[src/sv/assert_macros.svh]
// Assertion macros shared by the bounding box accumulator RTL.
// Expects signals named clk and rst in the including module.
`ifndef ASSERT_MACROS_SVH
`define ASSERT_MACROS_SVH

// Property must hold at every clock edge outside reset.
`define BBACC_ASSERT(label, prop, msg) \
  label: assert property (@(posedge clk) disable iff (rst) prop) \
    else $error(msg);

// Expression must never be true outside reset.
`define BBACC_NEVER(label, expr, msg) \
  label: assert property (@(posedge clk) disable iff (rst) !(expr)) \
    else $error(msg);

`endif

[src/sv/bbacc_pkg.sv]
// Shared types and constants for the bounding box accumulator.
// No dependencies; used by the interfaces, the lanes and the merge stage.
package bbacc_pkg;

  localparam int CMD_BITS  = 3;
  localparam int GROW_BITS = 19;
  localparam int AXIS_BITS = 2;
  localparam int AREA_BITS = 43;
  localparam int VOL_BITS  = 60;
  localparam int NUM_AXES  = 3;

  localparam logic [CMD_BITS-1:0] CMD_CLEAR = 3'd0;
  localparam logic [CMD_BITS-1:0] CMD_ADD   = 3'd1;
  localparam logic [CMD_BITS-1:0] CMD_MERGE = 3'd2;
  localparam logic [CMD_BITS-1:0] CMD_GROW  = 3'd3;
  localparam logic [CMD_BITS-1:0] CMD_PTEST = 3'd4;
  localparam logic [CMD_BITS-1:0] CMD_OVLP  = 3'd5;

  localparam logic [AXIS_BITS-1:0] AXIS_X = 2'd0;
  localparam logic [AXIS_BITS-1:0] AXIS_Y = 2'd1;
  localparam logic [AXIS_BITS-1:0] AXIS_Z = 2'd2;

  // Pipeline controls sent from the merge stage to every lane.
  typedef struct packed {
    logic take;   // request accepted this cycle
    logic adv_b;  // stage A moves into stage B
  } bbacc_ctl_t;

  // Per-axis comparisons a lane reports against the current box.
  typedef struct packed {
    logic cur_neg;  // box low above box high on this axis
    logic pt_in;    // point within low..high
    logic ov_ok;    // other box interval touches this one
    logic oth_bad;  // other box low above its high
  } bbacc_flag_t;

endpackage

[src/sv/bbacc_lane.sv]
// One axis of the box: holds low/high, applies each command, reports flags.
// Depends on bbacc_pkg and assert_macros.svh.
`include "assert_macros.svh"

module bbacc_lane #(
  parameter int COORD_BITS = 20
) (
  input  logic                                clk,
  input  logic                                rst,
  input  bbacc_pkg::bbacc_ctl_t               ctl,
  input  logic [bbacc_pkg::CMD_BITS-1:0]      cmd,
  input  logic signed [COORD_BITS-1:0]        pt,
  input  logic signed [COORD_BITS-1:0]        cn,
  input  logic [bbacc_pkg::GROW_BITS-1:0]     amt,
  input  logic                                box_empty,
  output bbacc_pkg::bbacc_flag_t              flags,
  output logic signed [COORD_BITS-1:0]        b_low,
  output logic signed [COORD_BITS-1:0]        b_high,
  output logic [COORD_BITS-1:0]               b_ext,
  output logic                                b_neg
);

  localparam int SW = ((COORD_BITS > bbacc_pkg::GROW_BITS) ?
                       COORD_BITS : bbacc_pkg::GROW_BITS) + 2;
  localparam logic signed [COORD_BITS-1:0] CMAX = {1'b0, {(COORD_BITS-1){1'b1}}};
  localparam logic signed [COORD_BITS-1:0] CMIN = {1'b1, {(COORD_BITS-1){1'b0}}};

  logic signed [COORD_BITS-1:0] low, high, low_next, high_next;
  logic signed [COORD_BITS-1:0] a_low, a_high;
  logic signed [SW-1:0]         amt_s, dn, up;
  logic signed [COORD_BITS:0]   diff;

  assign amt_s = $signed({{(SW-bbacc_pkg::GROW_BITS){1'b0}}, amt});
  assign dn    = SW'(low) - amt_s;
  assign up    = SW'(high) + amt_s;

  assign flags.cur_neg = low > high;
  assign flags.pt_in   = (pt >= low) && (pt <= high);
  assign flags.ov_ok   = !((high < pt) || (low > cn));
  assign flags.oth_bad = pt > cn;

  always_comb begin
    low_next  = low;
    high_next = high;
    case (cmd)
      bbacc_pkg::CMD_CLEAR: begin
        low_next  = CMAX;
        high_next = CMIN;
      end
      bbacc_pkg::CMD_ADD: begin
        if (pt < low) low_next = pt;
        if (pt > high) high_next = pt;
      end
      bbacc_pkg::CMD_MERGE: begin
        if (pt < low) low_next = pt;
        if (cn > high) high_next = cn;
      end
      bbacc_pkg::CMD_GROW: begin
        if (!box_empty) begin
          low_next  = (dn < SW'(CMIN)) ? CMIN : $signed(dn[COORD_BITS-1:0]);
          high_next = (up > SW'(CMAX)) ? CMAX : $signed(up[COORD_BITS-1:0]);
        end
      end
      default: begin
        low_next  = low;
        high_next = high;
      end
    endcase
  end

  always_ff @(posedge clk) begin
    if (rst) begin
      low  <= CMAX;
      high <= CMIN;
    end else if (ctl.take) begin
      low  <= low_next;
      high <= high_next;
    end
  end

  // Stage A holds the updated corners, stage B adds the clamped extent.
  assign diff = {a_high[COORD_BITS-1], a_high} - {a_low[COORD_BITS-1], a_low};

  always_ff @(posedge clk) begin
    if (ctl.take) begin
      a_low  <= low_next;
      a_high <= high_next;
    end
    if (ctl.adv_b) begin
      b_low  <= a_low;
      b_high <= a_high;
      b_neg  <= a_low > a_high;
      b_ext  <= (a_high >= a_low) ? diff[COORD_BITS-1:0] : '0;
    end
  end

  `BBACC_ASSERT(clear_to_empty,
    ctl.take && cmd == bbacc_pkg::CMD_CLEAR |=> low == CMAX && high == CMIN,
    "lane: clear did not restore the empty interval")
  `BBACC_ASSERT(grow_widens,
    ctl.take && cmd == bbacc_pkg::CMD_GROW |=> low <= $past(low) && high >= $past(high),
    "lane: grow narrowed the interval")

endmodule

[config.mk]
export PLATFORM = sky130hd
export DESIGN_NAME = bbacc_lane
export DESIGN_NICKNAME = d
export VERILOG_FILES = /design/src/sv/bbacc_pkg.sv /design/src/sv/bbacc_lane.sv
export VERILOG_INCLUDE_DIRS = /design/src /design/src/sv
export SDC_FILE = /design/constraint.sdc
export NUM_CORES = 1
export LEC_CHECK = 0
export BUFFER_PORTS_ARGS = -buffer_cell sky130_fd_sc_hd__buf_4
export CAP_MARGIN = 20
export CELL_PAD_IN_SITES_DETAIL_PLACEMENT = 0
export CELL_PAD_IN_SITES_GLOBAL_PLACEMENT = 2
export CORE_MARGIN = 2
export CORE_UTILIZATION = 38
export DETAILED_ROUTE_END_ITERATION = 12
export HOLD_SLACK_MARGIN = 0.08
export PLACE_DENSITY_LB_ADDON = 0.1
export SLEW_MARGIN = 25
export SYNTH_ARGS = -nofsm -noshare
export SYNTH_HDL_FRONTEND = slang
export SYNTH_SLANG_ARGS = --single-unit
export TNS_END_PERCENT = 30
[constraint.sdc]
create_clock -name clk -period 4 [get_ports clk]
set_clock_uncertainty 0.2 [all_clocks]
set_input_delay 0.8 -clock clk [delete_from_list [all_inputs] [get_ports clk]]
set_output_delay 0.8 -clock clk [all_outputs]
set_load 0.02 [all_outputs]
==> summary.md <==
| Metric | Value |
|---|---|
| P&R area growth vs syn | `26.1%` |
| Vias in the first global route | `roughly 12,000` |
| Relative slew slack | `0.417` |
| Worst Setup Start Kind | `input port` |
| Vias per Instance | `roughly 5.8` |
| Clock sink total | `roughly 140` |
| Max-Cap Viols | `0` |
| Hold Crit Start | `a_low[2]` |
| All-Layer GR Usage | `0.290` |
| Congestion Overflow GR | `0` |
| GR peak layer | `met2` |
| Sequential share of the synthesized area | `0.308` |
| # diodes | `0` |
| Final setup viols | `0` |
| Die Y-Extent | `between 150 and 200 µm` |
| TritonCTS clock tree | `done` |
| Final Util | `0.485` |
| HPWL after DPL | `39,400 µm` |
| Synth warnings | `0` |
| GR Layer Usage met3 | `0.0440` |
| Core Footprint | `32,400 µm²` |
| Critical Path End Type | `output port` |
| Synth Net Count | `roughly 1,600` |
| Power per cell area | `roughly 350 nW/µm²` |
| CTS root buf | `clkbuf_16` |
| Die area | `between 30,000 and 40,000 µm²` |
| Static leakage | `about 7 nW` |
| Final min period | `~4.0 ns` |
| H-tree Lvls | `4` |
| #FFs+latches synth | `141` |
| Cell Rows | `66` |
| Unique masters post-synth | `83` |
| Final ANT Viol Nets | `0` |
| Nets | `roughly 1,900` |
| Fillcell total | `roughly 3,200` |
| Synth top area share | `0.243` |
| Wire per inst | `~24 µm` |
| GR Layer Usage met1 | `0.397` |
| Critical path required time | `3.00 ns` |
| VDD IR max | `between 200 and 300 µV` |
| R2R Setup Slk | `0.10 ns` |
| RD Place Congestion | `roughly 0.92` |
| Min-Delay Path Depth | `0` |
| First-iteration detailed-routing DRC count | `824` |
| Crit Reg-Reg Endpoint | `a_high[16]` |
| Initial DRT Pass Iterations | `5` |
| Buffers on Ports | `131` |
| Cells after Synth | `1,367` |
| Max-slew violation count | `0` |
| Mean post-synth cell area | `a little over 9 µm²` |
| Post-synth ARST share | `0` |
| Initial antenna violation count | `0` |
| Clock transition at the registers of the reported paths | `~0.060 ns` |
| Status | `completed` |
| Share of cells above drive strength 1 | `0.244` |
| Yosys top cell by area | `edfxtp_1` |
| Hold WC Path Type | `reg2reg` |
| Period utilisation layout | `0.993` |
| Worst-skew pair later-pin latency | `between 0.4 and 0.5 ns` |
| Met2 Use GR | `0.464` |
| First-pass GRT wire length | `roughly 72,000 µm` |
| Setup TNS | `0 ns` |
| Die width | `between 150 and 200 µm` |
| Via count | `about 12,000` |
| CTS Buf Count | `17` |
| Cell area after synthesis | `between 10,000 and 15,000 µm²` |
| Reg2Reg Launch Point | `high[19]` |
| CP max FO | `5` |
| Synth area leaders | `edfxtp_1, ha_1, dfxtp_1, a21oi_1, inv_1` |
| R2R depth | `13` |
| Drt drc | `0` |
| Largest net degree at the start of global routing | `just over 60` |
| Clock Tree Buf Depth | `2` |
| DRT Wirelength | `49,000 µm` |
| WP data arrival | `about 3 ns` |
| Hold EP | `b_low[2]` |
| Slew of the pin with the lowest slew margin | `approximately 0.87 ns` |
| Ports | `between 100 and 150` |
| Setup CP Type | `in2out` |
| Fin. Hold Viols | `0` |
| Max Clk Rate | `252 MHz` |
| Post-synth top flop | `edfxtp_1` |
| Tot Pwr | `about 0.0056 W` |
| EDFF count, synth | `101` |
| Initial Util | `0.385` |
==> placed cells by master (no fill, tap or decap), types with 8 or more instances in the layout <==
| cell | Yosys | routed |
|---|---|---|
| a41oi_1 | 8 | 8 |
| nor2b_1 | 13 | 13 |
| a221oi_1 | 8 | 8 |
| a311oi_1 | 24 | 24 |
| o21ai_0 | 37 | 34 |
| xnor2_1 | 22 | 22 |
| and4_1 | 10 | 10 |
| nand3_1 | 23 | 23 |
| mux2i_1 | 25 | 25 |
| nand2b_1 | 18 | 18 |
| dfxtp_1 | 40 | 30 |
| nand4_1 | 25 | 25 |
| a31oi_1 | 37 | 37 |
| a211oi_1 | 22 | 19 |
| a32oi_1 | 8 | 8 |
| o31a_1 | 12 | 12 |
| inv_2 | 1 | 11 |
| or2_2 | 8 | 8 |
| inv_1 | 126 | 116 |
| o211ai_1 | 16 | 16 |
| nor2_1 | 98 | 97 |
| a22oi_1 | 15 | 15 |
| o21a_1 | 15 | 15 |
| edfxtp_1 | 101 | 101 |
| o221a_2 | 8 | 8 |
| o22ai_1 | 8 | 8 |
| nor3_1 | 25 | 25 |
| buf_4 | 2 | 280 |
| a21oi_1 | 105 | 101 |
| dfxtp_2 | 0 | 10 |
| a21o_1 | 45 | 45 |
| clkbuf_16 | 0 | 17 |
| o221ai_1 | 13 | 12 |
| mux2_2 | 13 | 13 |
| ha_1 | 178 | 173 |
| xor2_1 | 16 | 16 |
| nand2_1 | 84 | 84 |
| and3_1 | 11 | 11 |
==> registers in the layout (all words and copies together) (netlist names) <==
signal and cells:
a_low 20, a_high 20, b_ext 20, b_high 20
b_neg 1, high 20, b_low 20, low 20
==> metal layers <==
| metal | share of wire | wire [µm] | vias to the layer above |
|---|---|---|---|
| met1 | 0.46 | 22600 | 5722 |
| li1 | - | - | 5768 |
| met3 | 0.056 | 2770 | 77 |
| met5 | 0 | 0 | - |
| met4 | 0.034 | 1660 | 0 |
| met2 | 0.45 | 22000 | 422 |
==> kinds of logic after synthesis <==
kind of cell / count (synthesis) / share of synthesized area
AO/OA/AOI/OAI: 452 / 0.258
AND/OR/NAND/NOR: 341 / 0.134
adder cells (fa/ha/maj): 181 / 0.184
buffers and inverters: 175 / 0.0558
flip-flops: 141 / 0.308
multiplexers: 39 / 0.0336
XOR/XNOR: 38 / 0.0267
==> through the flow <==
stage               hold WS (ns)  instance area [µm²]  std cells  worst slack, ns
finish                     0.255                15700       2080           0.0290
global route               0.269                15700       2080         -0.00506
CTS                        0.259                15600       2078         -0.00673
detailed placement         0.244                15000       2044           -0.475
global placement           0.237                15000       2044           -0.529
floorplan                  0.226                12500       1367            0.326
==> worst max-delay path, cell delays in order <==
cell and delay [ns]:
buf_4 0.15, ha_1 0.30, nand4_1 0.22, nor4_4 0.38, a21boi_4 0.23, and4bb_4 0.22
mux2i_4 0.22, buf_6 0.16, a21oi_4 0.12, buf_4 0.16
==> final cells by class <==
type / instances / area [µm²] / area share
clock inverter: 13 / 119 / 0.00757
tap: 442 / 553 / 0.0352
inverter: 127 / 477 / 0.0303
timing repair buffer: 287 / 2210 / 0.141
sequential: 141 / 3850 / 0.245
multi-input combinational: 1051 / 8070 / 0.514
clock buffer: 19 / 433 / 0.0276
==> worst max path at each step <==
stage | end | slack [ns] | from
3_5_place_dp | a_high[16] | -0.47 | cn[15]
5_1_grt | flags[2] | -0.005 | high[10]
2_1_floorplan | flags[1] | 0.33 | pt[19]
6_report | flags[2] | 0.03 | pt[10]
3_3_place_gp | a_high[16] | -0.53 | cn[15]
4_1_cts | flags[2] | -0.007 | pt[15]
==> synth_stat cells (all sizes together), types with 15 or more instances <==
| library cell | count |
|---|---|
| ha | 178 |
| inv | 127 |
| a21oi | 105 |
| edfxtp | 101 |
| nor2 | 98 |
| nand2 | 84 |
| a21o | 45 |
| o21ai | 42 |
| dfxtp | 40 |
| a31oi | 38 |
| clkbuf | 36 |
| mux2i | 26 |
| nand4 | 26 |
| a311oi | 25 |
| nor3 | 25 |
| nand3 | 23 |
| a211oi | 22 |
| xnor2 | 22 |
| nand2b | 18 |
| o211ai | 16 |
| xor2 | 16 |
| a22oi | 15 |
| o21a | 15 |
==> what timing repair did <==
| item | CTS | global route |
|---|---|---|
| endpoints found under the setup margin | 16 | 13 |
| setup buffers | 2 | 2 |
| hold buffers | 0 | 0 |
| gates resized for setup | 19 | 28 |
| pin swaps | 5 | 13 |
==> power breakdown <==
group / internal (W) / switching (W)
sequential: 0.00174 / 0.000108
clock: 0.000858 / 0.000687
combinational: 0.000907 / 0.00125
total: 0.00351 / 0.00204
Note: power is estimated with default switching activity, not from simulation.
